==> src/hw/rtl/rmst_pkg.sv <==
// ----------------------------------------------------------------------------
// rmst_pkg
// Shared types and constants of the range minimum segment tree: word formats,
// operation codes and the command and status bundles between control and data.
// ----------------------------------------------------------------------------
package rmst_pkg;

  // value of an empty node
  localparam logic [29:0] EMPTY_VALUE = 30'd1000000000;

  // operation codes
  localparam logic [1:0] MODE_UPDATE = 2'd0;
  localparam logic [1:0] MODE_QUERY  = 2'd1;
  localparam logic [1:0] MODE_CLEAR  = 2'd2;

  // input word
  typedef struct packed {
    logic [1:0]  mode;
    logic [9:0]  position;
    logic [29:0] value;
    logic [9:0]  query_low;
    logic [9:0]  query_high;
  } in_word_t;

  // result word
  typedef struct packed {
    logic [29:0] minimum;
    logic        range_error;
  } out_word_t;

  // commands from controller to datapath
  typedef struct packed {
    logic load;        // capture the accepted input word
    logic clr_start;   // restart the clearing sweep at node 0
    logic clr_step;    // clear one node
    logic leaf_write;  // write the leaf, read its sibling
    logic up_step;     // write one ancestor, read the next sibling
    logic q_left;      // left edge step of the query walk
    logic q_right;     // right edge step and level shift
    logic q_fold;      // fold the last pending read into the minimum
    logic out_load;    // move the query result into the output register
  } dp_cmd_t;

  // status from datapath to controller
  typedef struct packed {
    logic [1:0] mode;      // mode of the word on the input port
    logic       pos_ok;    // update position lies inside the tree
    logic       clr_last;  // sweep is on the last node
    logic       up_last;   // parent of the current node is the root
    logic       l_lt_r;    // query walk still has nodes to visit
  } dp_sts_t;

endpackage

==> src/hw/rtl/rmst_ctrl.sv <==
// ----------------------------------------------------------------------------
// rmst_ctrl
// Controller of the segment tree: accepts words, sequences clear sweeps,
// leaf-to-root updates and the query walk along both range edges, and owns the result valid.
// ----------------------------------------------------------------------------
module rmst_ctrl (
  input  logic              clk,
  input  logic              rst_n,
  input  logic              in_valid,
  output logic              in_stall,
  output logic              out_valid,
  input  logic              out_stall,
  output rmst_pkg::dp_cmd_t cmd,
  input  rmst_pkg::dp_sts_t sts
);

  // state codes
  localparam logic [2:0] ST_IDLE    = 3'd0;
  localparam logic [2:0] ST_CLEAR   = 3'd1;
  localparam logic [2:0] ST_U_LEAF  = 3'd2;
  localparam logic [2:0] ST_U_WRITE = 3'd3;
  localparam logic [2:0] ST_Q_LEFT  = 3'd4;
  localparam logic [2:0] ST_Q_RIGHT = 3'd5;
  localparam logic [2:0] ST_Q_DONE  = 3'd6;

  logic [2:0] state_r, state_nxt;
  logic       out_valid_r, out_valid_nxt;
  logic       accept;
  logic       out_free;

  assign in_stall  = (state_r != ST_IDLE);
  assign accept    = in_valid && !in_stall;
  assign out_valid = out_valid_r;
  assign out_free  = !out_valid_r || !out_stall;

  // next state and commands
  always_comb begin
    state_nxt = state_r;
    cmd       = '0;
    case (state_r)
      ST_IDLE: begin
        if (in_valid) begin
          cmd.load = 1'b1;
          case (sts.mode)
            rmst_pkg::MODE_UPDATE: state_nxt = sts.pos_ok ? ST_U_LEAF : ST_IDLE;
            rmst_pkg::MODE_QUERY:  state_nxt = ST_Q_LEFT;
            rmst_pkg::MODE_CLEAR: begin
              cmd.clr_start = 1'b1;
              state_nxt     = ST_CLEAR;
            end
            default: state_nxt = ST_IDLE;
          endcase
        end
      end
      ST_CLEAR: begin
        cmd.clr_step = 1'b1;
        if (sts.clr_last) begin
          state_nxt = ST_IDLE;
        end
      end
      ST_U_LEAF: begin
        cmd.leaf_write = 1'b1;
        state_nxt      = ST_U_WRITE;
      end
      ST_U_WRITE: begin
        cmd.up_step = 1'b1;
        if (sts.up_last) begin
          state_nxt = ST_IDLE;
        end
      end
      ST_Q_LEFT: begin
        if (sts.l_lt_r) begin
          cmd.q_left = 1'b1;
          state_nxt  = ST_Q_RIGHT;
        end else begin
          cmd.q_fold = 1'b1;
          state_nxt  = ST_Q_DONE;
        end
      end
      ST_Q_RIGHT: begin
        cmd.q_right = 1'b1;
        state_nxt   = ST_Q_LEFT;
      end
      ST_Q_DONE: begin
        if (out_free) begin
          cmd.out_load = 1'b1;
          state_nxt    = ST_IDLE;
        end
      end
      default: state_nxt = ST_IDLE;
    endcase
  end

  // result valid
  always_comb begin
    out_valid_nxt = out_valid_r;
    if (cmd.out_load) begin
      out_valid_nxt = 1'b1;
    end else if (out_valid_r && !out_stall) begin
      out_valid_nxt = 1'b0;
    end
  end

  // state registers, reset starts the clearing sweep
  always_ff @(posedge clk) begin
    if (!rst_n) begin
      state_r     <= ST_CLEAR;
      out_valid_r <= 1'b0;
    end else begin
      state_r     <= state_nxt;
      out_valid_r <= out_valid_nxt;
    end
  end

  // result register never overwritten while a word waits
  a_no_overwrite: assert property (@(posedge clk) disable iff (!rst_n)
    !(cmd.out_load && out_valid_r && out_stall))
    else $error("result overwritten while stalled");

  // a clear word leads into the sweep
  a_clear_sweep: assert property (@(posedge clk) disable iff (!rst_n)
    (accept && sts.mode == rmst_pkg::MODE_CLEAR) |=> (state_r == ST_CLEAR))
    else $error("clear did not start the sweep");

  // a taken result without a new one leaves the output empty
  a_out_drain: assert property (@(posedge clk) disable iff (!rst_n)
    (out_valid_r && !out_stall && !cmd.out_load) |=> !out_valid_r)
    else $error("taken result still valid");

endmodule

==> config.mk <==
export PLATFORM = sky130hd
export DESIGN_NAME = rmst_ctrl
export DESIGN_NICKNAME = d
export VERILOG_FILES = /design/src/hw/rtl/rmst_pkg.sv /design/src/hw/rtl/rmst_ctrl.sv
export SDC_FILE = /design/constraint.sdc
export NUM_CORES = 1
export LEC_CHECK = 0
export ABC_AREA = 1
export BUFFER_PORTS_ARGS = -buffer_cell sky130_fd_sc_hd__buf_2
export CELL_PAD_IN_SITES_DETAIL_PLACEMENT = 0
export CELL_PAD_IN_SITES_GLOBAL_PLACEMENT = 2
export CORE_MARGIN = 5
export CORE_UTILIZATION = 19
export DETAILED_ROUTE_END_ITERATION = 10
export GPL_ROUTABILITY_DRIVEN = 1
export GPL_TIMING_DRIVEN = 0
export PLACE_DENSITY = 0.77
export REMOVE_ABC_BUFFERS = 1
export SYNTH_ARGS = -nofsm -noshare
export SYNTH_HDL_FRONTEND = slang
export SYNTH_SLANG_ARGS = --single-unit
==> constraint.sdc <==
create_clock -name clk -period 2.4 [get_ports clk]
set_input_delay 0 -clock clk [delete_from_list [all_inputs] [get_ports clk]]
set_output_delay 0 -clock clk [all_outputs]
set_load 0.1 [all_outputs]
==> flow_summary.yaml, run 1 <==
yosys:
  synthArstFlopShare: 0
  synthesis.instances: 61
  ys_seq_area_frac: 0.234
  synth-warning-count: 0
  synth-seq-cells: 4
  yosys_most_used_dff: "dfxtp_1"
  synth_cell_type_count: 17
  post_synth.cell_area_avg_um2: 5.60
  synth.cell_area_um2: 342
  synth_enable_flop_cells: 0
grt:
  grtUsageTotal: 0.0788
  pin_count_of_the_biggest_net_entering_global_routing: 10
  grt_pass1_wl_mm: 1.55
  grt.overflow.total: 0
  antenna_violations_before_repair: 0
  grt_pass1_vias: 409
power:
  power_density_nw_per_um2: 574
  worst_ir_drop_vdd_mv: 0.216
  leak_nw: 0.307
cells_and_area:
  n_antenna_cell: 0
  mostFrequentLayoutCells: "20 x buf_2, 13 x nand2_1, 12 x inv_1, 8 x nor2_1, 7 x nand3_1"
  drive_above_1_share: 0.361
  num-fill-cells: 218
  layout_commonest_cell: "buf_2"
  postLayoutCoreUtil: 0.282
  area_growth_pct: 42.5
  design.final.nets: 95
  design_area_um2: 487
critical_path:
  crit_arrival_ns: 1.64
  worst-endpoint-required_ns: 2.40
  endpoint_kind: "output pin"
  max_stage_delay_ns: 0.43
  cp_slowest_cell: "buf_2"
  rrSetupSlack_ns: 1.18
  path_class: "register to output pin"
  timing.critical_path.from_type: "register"
  worstPathCellList: "nor2_2 > nand2_2 > nor2_1 > nand2_1 > nor2_1 > buf_2"
  cp_top_family: "simple AND/OR/NAND/NOR gates"
  timing.critical_path.mode_cell: "nor2_1"
  timing.critical_path.fanout_max: 9
  critical_path_buf_inv_count: 1
sta:
  timing.clock.skew_ns: 0.000293
  timing.final.crit_period_ns: 1.64
  timing_hold_violations_final: 0
  clock.fmax_ghz: 0.609
  fraction_of_the_cycle_the_final_worst_path_needs: 0.684
  tightest_slew_ns: 0.487
  rsz0062_at_grt: "false"
  report.final.setup_viol: 0
  max-slew-margin-rel: 0.678
  slew_viol_final: 0
detailed_routing:
  routed_via_density: 3.97
  detailedRoute.firstIterationViolations: 6
  post-route-drc-count: 0
  avgRoutedWirePerCell_um: 8.67
  drt_pass1_iterations: 4
  route.vias.total: 429
  remaining_antenna_violation_count: 0
  postRouteWirelength_um: 936
job:
  maxCapViolations: 0
cts:
  cts-root-buf: "clkbuf_4"
  cts.path.max_buffers: 2
  post_cts_resized: 0
  cts.repair_timing.setup_buffer_count: 0
  cts-buffers-inserted: 3
  clkSinkCount: 4
  cts_htree_levels: 1
  insertion_delay_ns: 0.23
  clkSlewWorstSetupHoldPaths_ns: 0.03
  cts_tree: "built"
floorplanning:
  height_of_the_die_um: 52.4
  die_area_um2: 2750
  num_rows: 15
  starting_density_of_the_core: 0.198
  fp.dieW_um: 52.4
  core_area_um2: 1730
  ios: 21
placement:
  dpl_cell_area_um2: 454
  port_buffers: 20
  dpl.hpwl_um: 819
  gpl.final_weighted_congestion: 0.662
worst_hold_path:
  holdCritPathClass: "input pin to register"
run_status:
  status: "complete, no violations"
[cell type report]
| class | instances | area [µm²] | share of cell area |
|---|---|---|---|
| flip-flops and latches | 4 | 80.1 | 0.165 |
| clock buffers | 3 | 22.5 | 0.0463 |
| well taps | 25 | 31.3 | 0.0643 |
| multi-input cells | 41 | 190 | 0.391 |
| inverters | 14 | 52.6 | 0.108 |
| repair buffers | 21 | 110 | 0.226 |
[routing by layer]
metal	routed length, µm	global-route usage	share of wire	vias to the layer above
li1	-	-	-	231
met1	405	0.0832	0.43	179
met2	436	0.132	0.47	16
met3	73	0.0171	0.078	3
met4	21	0.0638	0.022	0
met5	0	0	0	-
[where the power goes]
part	switching (mW)	total (mW)	internal (mW)	leakage, nW
Sequential	0.00611	0.0765	0.0704	0.0326
Combinational	0.0962	0.121	0.0250	0.260
Clock	0.0261	0.0819	0.0558	0.0138
[timing repair]
item	4_1_cts	5_1_grt
endpoints found under the hold margin	1	0
endpoints found under the setup margin	0	0
hold buffers	1	0
[cell families (layout without fill, tap and decap cells)]
kind of cell | count (synthesis) | in the layout | synth area share
AOI/OAI and AO/OA | 6 | 6 | 0.103
buffers and inverters | 16 | 38 | 0.209
DFF | 4 | 4 | 0.234
and+or+nand+nor | 35 | 35 | 0.454
[tightest hold or removal path, stage by stage]
cell     delay [ns]
buf_2          0.09
nand2_1        0.07
a21oi_1        0.06
[cell usage after synthesis (2+ instances only)]
cell | number | share of area
nand2_1 | 13 | 0.14
nand2_2 | 2 | 0.037
nand3_1 | 7 | 0.10
nor3_1 | 2 | 0.029
a21oi_1 | 2 | 0.029
nor2_2 | 2 | 0.037
inv_2 | 2 | 0.022
inv_1 | 12 | 0.13
nor2_1 | 8 | 0.088
dfxtp_1 | 4 | 0.23
[metrics by stage]
| step | setup WS (ns) | hold slack, ns | std cells | total power [mW] | TNS, ns |
|---|---|---|---|---|---|
| final | 0.758 | 0.0433 | 108 | 0.280 | 0 |
| after global routing | 0.585 | 0.0543 | 108 | 0.302 | 0 |
| after CTS | 0.740 | 0.0439 | 108 | 0.284 | 0 |
| after detailed placement | 1.01 | 0.206 | 104 | 0.198 | 0 |
| after global placement | 0.989 | 0.202 | 104 | 0.198 | 0 |
| after floorplan | -0.112 | 0.0841 | 59 | 0.174 | -0.207 |
[sequential cells by signal (all words and copies together) (netlist names)]
name       cells
state_r        3
out_valid      1
[worst paths after layout]
check | startpoint | end | cells past startpoint
min | out_stall | out_valid | 3
min reg2reg | out_valid | out_valid | 2
max | state_r[1] | cmd[7] | 6
max reg2reg | state_r[1] | state_r[0] | 7
No activity file was read; power rests on OpenSTA's default activity.
==> inputs of run 2 (changes only) <==
CORE_ASPECT_RATIO = 0.7   (was not set)
CORE_UTILIZATION = 17   (was 19)
PLACE_DENSITY = 0.7   (was 0.77)
clock period = 1.65 ns   (was 2.4 ns; I/O delays follow)
==> flow_summary.yaml, run 2 (same netlist as run 1, synthesis figures left out) <==
sta:
  tightest_slew_ns: 0.489
  final_total_negative_setup_slack_ns: 0
  timing.final.crit_period_ns: 1.52
  fraction_of_the_cycle_the_final_worst_path_needs: 0.920
  timing.clock.skew_ns: 0.000506
  report.final.setup_viol: 0
  max-slew-margin-rel: 0.676
  timing_hold_violations_final: 0
  fin_hold_ws_ns: 0.0473
  slew_viol_final: 0
  clock.fmax_ghz: 0.659
  rsz0062_at_grt: "false"
detailed_routing:
  detailedRoute.firstIterationViolations: 3
  maxUsedRoutingLayer: "met3"
  met2_wire_length_um: 393
  routed_via_density: 3.98
  remaining_antenna_violation_count: 0
  met3_length_um: 37
  route.vias.total: 418
  postRouteWirelength_um: 928
  avgRoutedWirePerCell_um: 8.84
  post-route-drc-count: 0
  m1WireLength_um: 497
  drt_pass1_iterations: 2
floorplanning:
  core_area_um2: 1890
  num_rows: 13
  starting_density_of_the_core: 0.181
  fp.dieW_um: 63.6
  height_of_the_die_um: 47.5
  ios: 21
  die_area_um2: 3020
placement:
  port_buffers: 20
  dpl_cell_area_um2: 450
  gpl.final_weighted_congestion: 0.701
  dpl.hpwl_um: 805
grt:
  grt_pass1_vias: 411
  pin_count_of_the_biggest_net_entering_global_routing: 10
  grtUsageTotal: 0.0642
  grt.overflow.total: 0
  grt_pass1_wl_mm: 1.57
  antenna_violations_before_repair: 0
cts:
  cts-buffers-inserted: 3
  cts_tree: "built"
  insertion_delay_ns: 0.23
  cts.repair_timing.setup_buffer_count: 0
  cts.path.max_buffers: 2
  clkSlewWorstSetupHoldPaths_ns: 0.04
  cts_htree_levels: 1
  clkSinkCount: 4
  cts-root-buf: "clkbuf_4"
cells_and_area:
  n_antenna_cell: 0
  design_area_um2: 492
  layout_commonest_cell: "buf_2"
  drive_above_1_share: 0.361
  design.final.nets: 95
  max_flop_register: "state_r"
  mostFrequentLayoutCells: "18 x buf_2, 13 x nand2_1, 12 x inv_1, 8 x nor2_1, 7 x nand3_1"
  postLayoutCoreUtil: 0.261
  largest_register_ffs: 3
  area_growth_pct: 44.0
critical_path:
  crit_arrival_ns: 1.52
  worst-endpoint-required_ns: 1.65
  timing.reg2reg.worst_path_depth: 7
  timing.critical_path.from_type: "register"
  rrSetupSlack_ns: 0.44
  rr_endpoint: "state_r[0]"
  critical_path.reg2reg.startpoint: "state_r[1]"
  timing.critical_path.fanout_max: 9
  path_class: "register to output pin"
  endpoint_kind: "output pin"
power:
  worst_ir_drop_vdd_mv: 0.354
  leak_nw: 0.307
  power_density_nw_per_um2: 822
worst_hold_path:
  holdCritPathClass: "input pin to register"
  start_point_of_the_worst_hold_path: "out_stall"
  hold-path-endpoint: "out_valid"
  min_delay_path_depth: 3
run_status:
  status: "complete, no violations"
job:
  maxCapViolations: 0
==> run 2: cell types whose count changed in the layout (fill, tap and decap cells not counted) <==
| cell | change |
|---|---|
| buf_6 | +1 |
| buf_2 | -2 |
| clkbuf_4 | +1 |
==> run 2: power breakdown <==
part | total, mW | switching [mW] | internal [mW]
Sequential | 0.112 | 0.00951 | 0.102
Clock | 0.115 | 0.0338 | 0.0810
Combinational | 0.177 | 0.140 | 0.0373
Total | 0.404 | 0.183 | 0.221
==> run 2: repair_timing <==
| item | 4_1_cts | 5_1_grt |
|---|---|---|
| hold buffers | 1 | 0 |
| endpoints found under the hold margin | 1 | 0 |
| gates resized for setup | 1 | 2 |
| setup endpoints to repair | 1 | 2 |
==> run 2: critical path, cell delays in order (launching register included) <==
cell and delay (ns):
dfxtp_1 0.39, nor2_2 0.24, nand2_2 0.12, nor2_1 0.10, nand2_1 0.08, nor2_1 0.12, buf_6 0.24
==> run 2: worst max path at each step <==
stage | startpoint | to | cells past startpoint
6_report | state_r[1] | cmd[7] | 6
5_1_grt | state_r[1] | cmd[7] | 6
2_1_floorplan | state_r[2] | cmd[2] | 2
4_1_cts | state_r[1] | cmd[7] | 6
3_3_place_gp | state_r[1] | cmd[7] | 6
3_5_place_dp | state_r[1] | cmd[7] | 6
==> run 2: stage by stage <==
step	power (mW)	worst slack (ns)	std cells
after floorplan	0.253	-0.862	59
after global placement	0.288	0.226	101
after detailed placement	0.288	0.239	101
after CTS	0.412	0.111	105
after global routing	0.428	0.0229	105
final	0.404	0.132	105
==> run 2: per-layer routing <==
metal	GRT usage	vias to the layer above
met5	0	-
met4	0.0249	0
met3	0.0117	0
met2	0.101	10
met1	0.0885	176
li1	-	232
==> run 2: area by class of cell <==
class,count,area [µm²]
Fill cell,232,1400
Multi-Input combinational cell,41,190
Timing Repair Buffer,21,119
Sequential cell,4,80.1
Inverter,14,52.6
Tap cell,22,27.5
Clock buffer,3,22.5
